==> src/rtl/gbn_pkg.sv <==
// Shared types, constants and helpers for the go-back-N sender window.
// No dependencies; every other file in rtl/ imports this package.
package gbn_pkg;

  localparam int MAX_WINDOW = 8;
  localparam int SEQ_W      = 4;
  localparam int CNT_W      = 4;
  localparam int IDX_W      = $clog2(MAX_WINDOW);
  localparam int Q_DEPTH    = 2;
  localparam int Q_PTR_W    = $clog2(Q_DEPTH);
  localparam int Q_LVL_W    = $clog2(Q_DEPTH + 1);

  localparam logic [3:0] WINDOW_SIZE_RESET = 4'd4;

  typedef logic [SEQ_W-1:0] seq_t;
  typedef logic [CNT_W-1:0] cnt_t;

  typedef enum logic [2:0] {
    OP_START   = 3'd0,
    OP_SEND    = 3'd1,
    OP_ACK     = 3'd2,
    OP_NAK     = 3'd3,
    OP_TIMEOUT = 3'd4
  } opcode_e;

  typedef enum logic [2:0] {
    ST_STARTED = 3'd0,
    ST_SENT    = 3'd1,
    ST_FULL    = 3'd2,
    ST_SLID    = 3'd3,
    ST_IGNORED = 3'd4,
    ST_RETX    = 3'd5,
    ST_NONE    = 3'd6
  } status_e;

  // One queued command: a single result, or a retransmit burst of count numbers
  // starting at seq.
  typedef struct packed {
    logic    burst;
    status_e status;
    seq_t    seq;
    cnt_t    count;
    seq_t    mask;
  } cmd_t;

  // Window size clamped to 1..MAX_WINDOW.
  function automatic cnt_t eff_window(input logic [3:0] ws);
    cnt_t w;
    w = ws;
    if (w < cnt_t'(1)) w = cnt_t'(1);
    if (w > cnt_t'(MAX_WINDOW)) w = cnt_t'(MAX_WINDOW);
    return w;
  endfunction

  // Largest sequence number: 2^b - 1 with 2^b >= window + 1.
  function automatic seq_t seq_mask(input logic [3:0] ws);
    cnt_t w;
    seq_t m;
    w = eff_window(ws);
    if (w >= cnt_t'(8))      m = seq_t'(15);
    else if (w >= cnt_t'(4)) m = seq_t'(7);
    else if (w >= cnt_t'(2)) m = seq_t'(3);
    else                     m = seq_t'(1);
    return m;
  endfunction

endpackage

==> src/rtl/gbn_front.sv <==
// Front end: accepts items, keeps the window state and classifies each item
// into one queued command. Depends on gbn_pkg.
module gbn_front (
  input  logic          clk,
  input  logic          rst,
  input  logic          cfg_wr_en,
  input  logic [3:0]    cfg_wr_data,
  input  logic          in_valid,
  output logic          in_stall,
  input  logic [2:0]    opcode,
  input  logic [3:0]    seq_number,
  input  logic          q_full,
  output logic          q_push,
  output gbn_pkg::cmd_t q_cmd
);
  import gbn_pkg::*;

  logic [3:0] window_size;
  seq_t       window_base, window_base_next;
  cnt_t       window_count, window_count_next;
  seq_t       next_seq, next_seq_next;

  seq_t m, base_m, off, prev, poff, sq;
  cnt_t w;
  logic s_in, p_in;

  assign in_stall = q_full;
  assign q_push   = in_valid && !q_full;

  always_comb begin
    m      = seq_mask(window_size);
    w      = eff_window(window_size);
    base_m = window_base & m;
    off    = (seq_number - base_m) & m;
    s_in   = (seq_number <= m) && (cnt_t'(off) < window_count);
    prev   = (seq_number == seq_t'(0)) ? m : seq_number - seq_t'(1);
    poff   = (prev - base_m) & m;
    p_in   = (seq_number <= m) && (cnt_t'(poff) < window_count);
    sq     = next_seq & m;

    window_base_next  = window_base;
    window_count_next = window_count;
    next_seq_next     = next_seq;

    q_cmd.burst  = 1'b0;
    q_cmd.status = ST_IGNORED;
    q_cmd.seq    = seq_t'(0);
    q_cmd.mask   = m;

    unique case (opcode_e'(opcode))
      OP_START: begin
        window_count_next = cnt_t'(0);
        next_seq_next     = seq_number & m;
        window_base_next  = seq_number & m;
        q_cmd.status      = ST_STARTED;
      end
      OP_SEND: begin
        if (window_count >= w) begin
          q_cmd.status = ST_FULL;
        end else begin
          if (window_count == cnt_t'(0)) window_base_next = sq;
          window_count_next = window_count + cnt_t'(1);
          next_seq_next     = (sq + seq_t'(1)) & m;
          q_cmd.status      = ST_SENT;
          q_cmd.seq         = sq;
        end
      end
      OP_ACK: begin
        if (s_in) begin
          window_count_next = window_count - cnt_t'(off) - cnt_t'(1);
          window_base_next  = (seq_number + seq_t'(1)) & m;
          q_cmd.status      = ST_SLID;
        end
      end
      OP_NAK: begin
        if (s_in) begin
          // drop everything before the naked number, resend the rest
          window_count_next = window_count - cnt_t'(off);
          window_base_next  = seq_number;
          q_cmd.burst       = 1'b1;
          q_cmd.status      = ST_RETX;
          q_cmd.seq         = seq_number;
        end else if (p_in) begin
          window_count_next = cnt_t'(0);
          window_base_next  = seq_number;
          q_cmd.status      = ST_SLID;
        end
      end
      OP_TIMEOUT: begin
        if (window_count == cnt_t'(0)) begin
          q_cmd.status = ST_NONE;
        end else begin
          q_cmd.burst  = 1'b1;
          q_cmd.status = ST_RETX;
          q_cmd.seq    = base_m;
        end
      end
      default: begin
        q_cmd.status = ST_IGNORED;
      end
    endcase

    q_cmd.count = window_count_next;
  end

  always_ff @(posedge clk) begin
    if (rst) begin
      window_size  <= WINDOW_SIZE_RESET;
      window_base  <= seq_t'(0);
      window_count <= cnt_t'(0);
      next_seq     <= seq_t'(0);
    end else if (cfg_wr_en) begin
      // empty the window and fold state into the new sequence space
      window_size  <= cfg_wr_data;
      window_count <= cnt_t'(0);
      window_base  <= window_base & seq_mask(cfg_wr_data);
      next_seq     <= next_seq & seq_mask(cfg_wr_data);
    end else if (q_push) begin
      window_base  <= window_base_next;
      window_count <= window_count_next;
      next_seq     <= next_seq_next;
    end
  end

endmodule

==> src/rtl/gbn_queue.sv <==
// Short command queue between front and back end.
// Depends on gbn_pkg for the command type and depth.
module gbn_queue (
  input  logic                   clk,
  input  logic                   rst,
  input  logic                   push,
  input  gbn_pkg::cmd_t          push_cmd,
  input  logic                   pop,
  output gbn_pkg::cmd_t          head,
  output logic                   empty,
  output logic                   full,
  output logic [gbn_pkg::Q_LVL_W-1:0] level
);
  import gbn_pkg::*;

  cmd_t                mem [Q_DEPTH];
  logic [Q_PTR_W-1:0]  wr_ptr, rd_ptr;
  logic [Q_LVL_W-1:0]  cnt;

  assign empty = (cnt == Q_LVL_W'(0));
  assign full  = (cnt == Q_LVL_W'(Q_DEPTH));
  assign level = cnt;
  assign head  = mem[rd_ptr];

  always_ff @(posedge clk) begin
    if (push) mem[wr_ptr] <= push_cmd;
  end

  always_ff @(posedge clk) begin
    if (rst) begin
      wr_ptr <= '0;
      rd_ptr <= '0;
      cnt    <= '0;
    end else begin
      if (push) wr_ptr <= (wr_ptr == Q_PTR_W'(Q_DEPTH - 1)) ? '0 : wr_ptr + Q_PTR_W'(1);
      if (pop)  rd_ptr <= (rd_ptr == Q_PTR_W'(Q_DEPTH - 1)) ? '0 : rd_ptr + Q_PTR_W'(1);
      if (push && !pop)      cnt <= cnt + Q_LVL_W'(1);
      else if (pop && !push) cnt <= cnt - Q_LVL_W'(1);
    end
  end

endmodule

==> src/rtl/gbn_back.sv <==
// Back end: turns queued commands into result items, one per cycle unless
// stalled, walking retransmit bursts number by number. Depends on gbn_pkg.
module gbn_back (
  input  logic          clk,
  input  logic          rst,
  input  gbn_pkg::cmd_t head,
  input  logic          q_empty,
  output logic          q_pop,
  output logic          out_valid,
  input  logic          out_stall,
  output logic [2:0]    status,
  output logic [3:0]    out_seq,
  output logic [3:0]    in_flight,
  output logic          last
);
  import gbn_pkg::*;

  logic [IDX_W-1:0] idx;
  logic             load;
  logic             burst_last;
  seq_t             burst_seq;

  assign load       = !q_empty && (!out_valid || !out_stall);
  assign burst_seq  = (head.seq + seq_t'(idx)) & head.mask;
  assign burst_last = (cnt_t'(idx) + cnt_t'(1) == head.count);
  assign q_pop      = load && (!head.burst || burst_last);

  always_ff @(posedge clk) begin
    if (rst) begin
      out_valid <= 1'b0;
      idx       <= '0;
    end else begin
      if (load) begin
        out_valid <= 1'b1;
        // advance through the burst, rewind on its final number
        if (head.burst) idx <= burst_last ? '0 : idx + IDX_W'(1);
      end else if (!out_stall) begin
        out_valid <= 1'b0;
      end
    end
  end

  always_ff @(posedge clk) begin
    if (load) begin
      status    <= head.status;
      in_flight <= head.count;
      out_seq   <= head.burst ? burst_seq : head.seq;
      last      <= head.burst ? burst_last : 1'b1;
    end
  end

endmodule

==> src/rtl/go_back_n_sender_window_core.sv <==
// Go-back-N sender window. Each accepted item (start, send, ack, nak,
// timeout) is classified in the same cycle by the front end and queued as one
// command; the back end then emits one result item per cycle, while out_stall
// is low, from a registered output. A single-result item takes one output
// slot; a nak or timeout that retransmits emits one result per outstanding
// number (up to the window size), and input is stalled only once the two-entry
// command queue is full. Throughput is therefore set by the back end's single
// output register. Write window_size only while no results are pending.
// Depends on gbn_pkg, gbn_front, gbn_queue, gbn_back.
module go_back_n_sender_window_core (
  input  logic       clk,
  input  logic       rst,
  input  logic       cfg_wr_en,
  input  logic [3:0] cfg_wr_data,
  input  logic       in_valid,
  output logic       in_stall,
  input  logic [2:0] opcode,
  input  logic [3:0] seq_number,
  output logic       out_valid,
  input  logic       out_stall,
  output logic [2:0] status,
  output logic [3:0] out_seq,
  output logic [3:0] in_flight,
  output logic       last
);
  import gbn_pkg::*;

  cmd_t               push_cmd, head;
  logic               push, pop, q_empty, q_full;
  logic [Q_LVL_W-1:0] q_level;

  gbn_front u_front (
    .clk         (clk),
    .rst         (rst),
    .cfg_wr_en   (cfg_wr_en),
    .cfg_wr_data (cfg_wr_data),
    .in_valid    (in_valid),
    .in_stall    (in_stall),
    .opcode      (opcode),
    .seq_number  (seq_number),
    .q_full      (q_full),
    .q_push      (push),
    .q_cmd       (push_cmd)
  );

  gbn_queue u_queue (
    .clk      (clk),
    .rst      (rst),
    .push     (push),
    .push_cmd (push_cmd),
    .pop      (pop),
    .head     (head),
    .empty    (q_empty),
    .full     (q_full),
    .level    (q_level)
  );

  gbn_back u_back (
    .clk       (clk),
    .rst       (rst),
    .head      (head),
    .q_empty   (q_empty),
    .q_pop     (pop),
    .out_valid (out_valid),
    .out_stall (out_stall),
    .status    (status),
    .out_seq   (out_seq),
    .in_flight (in_flight),
    .last      (last)
  );

  a_retx_nonempty: assert property (@(posedge clk) disable iff (rst)
    (out_valid && status == ST_RETX) |-> (in_flight != 4'd0))
    else $error("retransmit with empty window");

  a_single_last: assert property (@(posedge clk) disable iff (rst)
    (out_valid && status != ST_RETX) |-> last)
    else $error("single result without last marker");

  a_seq_zero: assert property (@(posedge clk) disable iff (rst)
    (out_valid && status != ST_RETX && status != ST_SENT) |-> (out_seq == 4'd0))
    else $error("nonzero sequence on status result");

  a_queue_bound: assert property (@(posedge clk) disable iff (rst)
    (q_level == Q_LVL_W'(Q_DEPTH)) |=> (q_level <= Q_LVL_W'(Q_DEPTH)))
    else $error("command queue overflow");

endmodule
==> config.mk <==
export PLATFORM = sky130hd
export DESIGN_NAME = go_back_n_sender_window_core
export DESIGN_NICKNAME = d
export VERILOG_FILES = /design/src/rtl/gbn_pkg.sv /design/src/rtl/gbn_front.sv /design/src/rtl/gbn_queue.sv /design/src/rtl/gbn_back.sv /design/src/rtl/go_back_n_sender_window_core.sv
export SDC_FILE = /design/constraint.sdc
export NUM_CORES = 1
export LEC_CHECK = 0
export BUFFER_PORTS_ARGS = -buffer_cell sky130_fd_sc_hd__buf_2
export CELL_PAD_IN_SITES_DETAIL_PLACEMENT = 0
export CELL_PAD_IN_SITES_GLOBAL_PLACEMENT = 1
export CORE_AREA = 2 2 111 123
export CTS_CLUSTER_DIAMETER = 30
export CTS_CLUSTER_SIZE = 24
export DETAILED_ROUTE_END_ITERATION = 16
export DIE_AREA = 0 0 113 125
export PLACE_DENSITY_LB_ADDON = 0.2
export SLEW_MARGIN = 20
export SYNTH_ARGS = -nofsm -noshare
export SYNTH_HDL_FRONTEND = slang
export SYNTH_HIERARCHICAL = 1
export SYNTH_SLANG_ARGS = --single-unit
==> constraint.sdc <==
create_clock -name clk -period 4.45 [get_ports clk]
set_input_delay 0.6675 -clock clk [delete_from_list [all_inputs] [get_ports clk]]
set_output_delay 0.6675 -clock clk [all_outputs]
set_load 0.01 [all_outputs]
==> metrics <==
die width 113 um; Synth area leaders edfxtp_1, dfxtp_1, ha_1; Max Fclk ~0.24 GHz; number of I/O pins 30; minimum clock period 4.11 ns; # setup viols final 0; final wirelength 11000 um; peak supply drop 179 uV; Core Box Area 13000 um^2; Slew headroom 48.3%; worst skew pair latency 0.32 ns; max-slew violations 0; Yosys top cell area share 29.9%; Synth Area per Inst roughly 10 um^2; Most used DFF post-synth edfxtp_1; Starting Density 34.0%; Final Hold Viols 0; P_leak 2.06 nW; Final Non-Filler Cells 629; Seq cells post-synth 69; GRT overflow 0; run status finished with violations; Routed wire per std cell 17.4 um; syn nets 480; WP data required 4.69 ns; Final period util 92.3%; CTS resizes 0; CTS Hold Bufs 0; Clock Tree Buf Depth 2; area delta synth->final 15.8%; share of cells above drive strength 1 19.9%; Crit. End Element register; GP Congestion 0.899; Die Height 125 um; failing checks design-rule violations; DRT Pass-1 Iters 10; Post-synth EDFFs 44; Rows 44; largest area contributor in the netlist edfxtp_1; clock root buffer clkbuf_16; TritonCTS Sinks 69; first-pass GRT wire length approximately 18000 um; clock slew at reported path FFs ~0.050 ns; Hold WC Path Type reg -> reg; yosys warns 6; CTS H-Tree Depth 3; Max-Cap Viols 0; Setup Crit Path Kind in -> reg; hpwl dp between 8000 and 9000 um; hold slack 0.470 ns; sequential area share after synthesis roughly two fifths; Netlist Area Pre-Place 4420 um^2; Max Clock Skew 0.0100 ns; largest net degree at the start of global routing 26; CP arrival 4.35 ns; count leader, synth edfxtp_1; CTS tree built; setup bufs post-CTS 0; PwrDens 468 nW/um^2; initial antenna violation count 0; FFs w/ async S/R, synth 0%; DRC Markers 4; nets@finish 517; Total GRT Usage around 16%; Initial DRC Count 280; synth cell count leaders edfxtp_1, ha_1, nand2_1; critical-path maximum fanout 8; TritonCTS Buffers 9; die area 14100 um^2; Worst Setup Start Kind input pin; Worst Tran Pin Value ~0.77 ns; Placed Cells incl. Taps 613; vias in the first global route 3379; Netlist cell types 68; Avg Vias per Cell 5.30; via count 3333; Antenna Nets Post-Route 0; n_diodes 0; Mapped Cells 426; RSZ-0062 raised after global routing false; port bufs 29
## cell families (layout without fill, tap and decap cells)
logic type      Yosys count  after routing  share of synthesized area [%]
compound gates          106            106                           18.1
xor+xnor                 25             25                           4.95
fa+ha+maj                38             38                           11.4
buf+inv                  43             85                           3.93
flops                    69             69                           41.2
mux                      26             26                           6.40
other cells               1              1                         0.0848
simple gates            118            118                           13.9
## registers in the layout, indices dropped and copies added (netlist names), named ones only
name / flops
u_back/idx: 3
u_queue/level: 2
u_back/status: 3
u_front/next_seq: 4
u_back/last: 1
u_back/out_seq: 4
u_front/window_count: 4
u_front/window_base: 4
u_back/out_valid: 1
u_queue/wr_ptr: 1
u_front/window_size: 4
u_queue/rd_ptr: 1
u_back/in_flight: 4
u_queue/mem: 32
## placed cells by master, fill, tap and decap left out, types with 7 or more instances in the layout
cell type	n
o21ai_0	15
mux2_2	18
dfxtp_1	25
ha_1	34
xnor2_1	16
nor2b_1	7
nand2_1	31
edfxtp_1	44
a21o_1	10
buf_2	29
nor2_1	26
xor2_1	9
clkbuf_16	9
nand2b_1	8
inv_1	25
buf_4	14
nand3_1	12
mux2i_1	8
a21oi_1	22
## where the power goes
group / switching [mW] / internal, mW
Sequential: 0.0760 / 0.850
Clock: 0.255 / 0.490
Combinational: 0.404 / 0.322
Total: 0.735 / 1.66
## metrics by stage
stage               TNS (ns)  setup WS, ns  cell area, um^2  total power [mW]  util, %
finish                     0         0.341             5120              2.40     39.4
detailed placement    -0.127       -0.0541             4800              1.67     36.9
global placement           0        0.0299             4800              1.67     36.9
floorplan                  0         0.223             4420              1.46        -
global route               0        0.0997             5120              2.55     39.4
CTS                        0         0.259             5110              2.43     39.3
## layout make-up
cell class                      count  area (um^2)
Tap cell                          161          201
Sequential cell                    69         1820
Inverter                           26         97.6
Timing Repair Buffer               43          250
Fill cell                        1281         7880
Multi-Input combinational cell    314         2430
Clock buffer                       10          229
Clock inverter                      6         87.6
## routing by layer
layer  global-route usage, %  up-vias  wire length (um)
li1                        -     1643                 -
met1                    20.5     1597              5020
met2                    26.4       79              5310
met3                    2.18       14               362
met4                    7.68        0               265
met5                       0        -                 0
## worst max-delay path, cell delays in order
cell and delay [ns]:
buf_2 0.10, inv_1 0.06, ha_1 0.15, nor3b_2 0.22, mux2i_1 0.30, ha_1 0.27, a21o_1 0.15, a21oi_1 0.17
xnor2_1 0.15, xnor2_1 0.13, nor2_1 0.06, ha_1 0.29, and2_1 0.16, a2111oi_4 0.40, o22ai_2 0.14, a21o_4 0.27
or4_1 0.47, a21oi_1 0.16
## final timing paths
check	slack, ns	endpoint	cells past startpoint	start
worst min register to register	0.47	u_back/out_valid$_SDFFE_PP0P_	2	u_back/out_valid$_SDFFE_PP0P_
worst max-delay path	0.34	u_front/window_base[3]$_SDFFE_PP0P_	18	seq_number[1]
worst max register to register	0.35	u_front/window_base[3]$_SDFFE_PP0P_	16	u_front/window_size[3]$_SDFFE_PP0P_
worst min-delay path	0.47	u_back/out_valid$_SDFFE_PP0P_	2	u_back/out_valid$_SDFFE_PP0P_
Note: power is estimated with default switching activity, not from simulation.
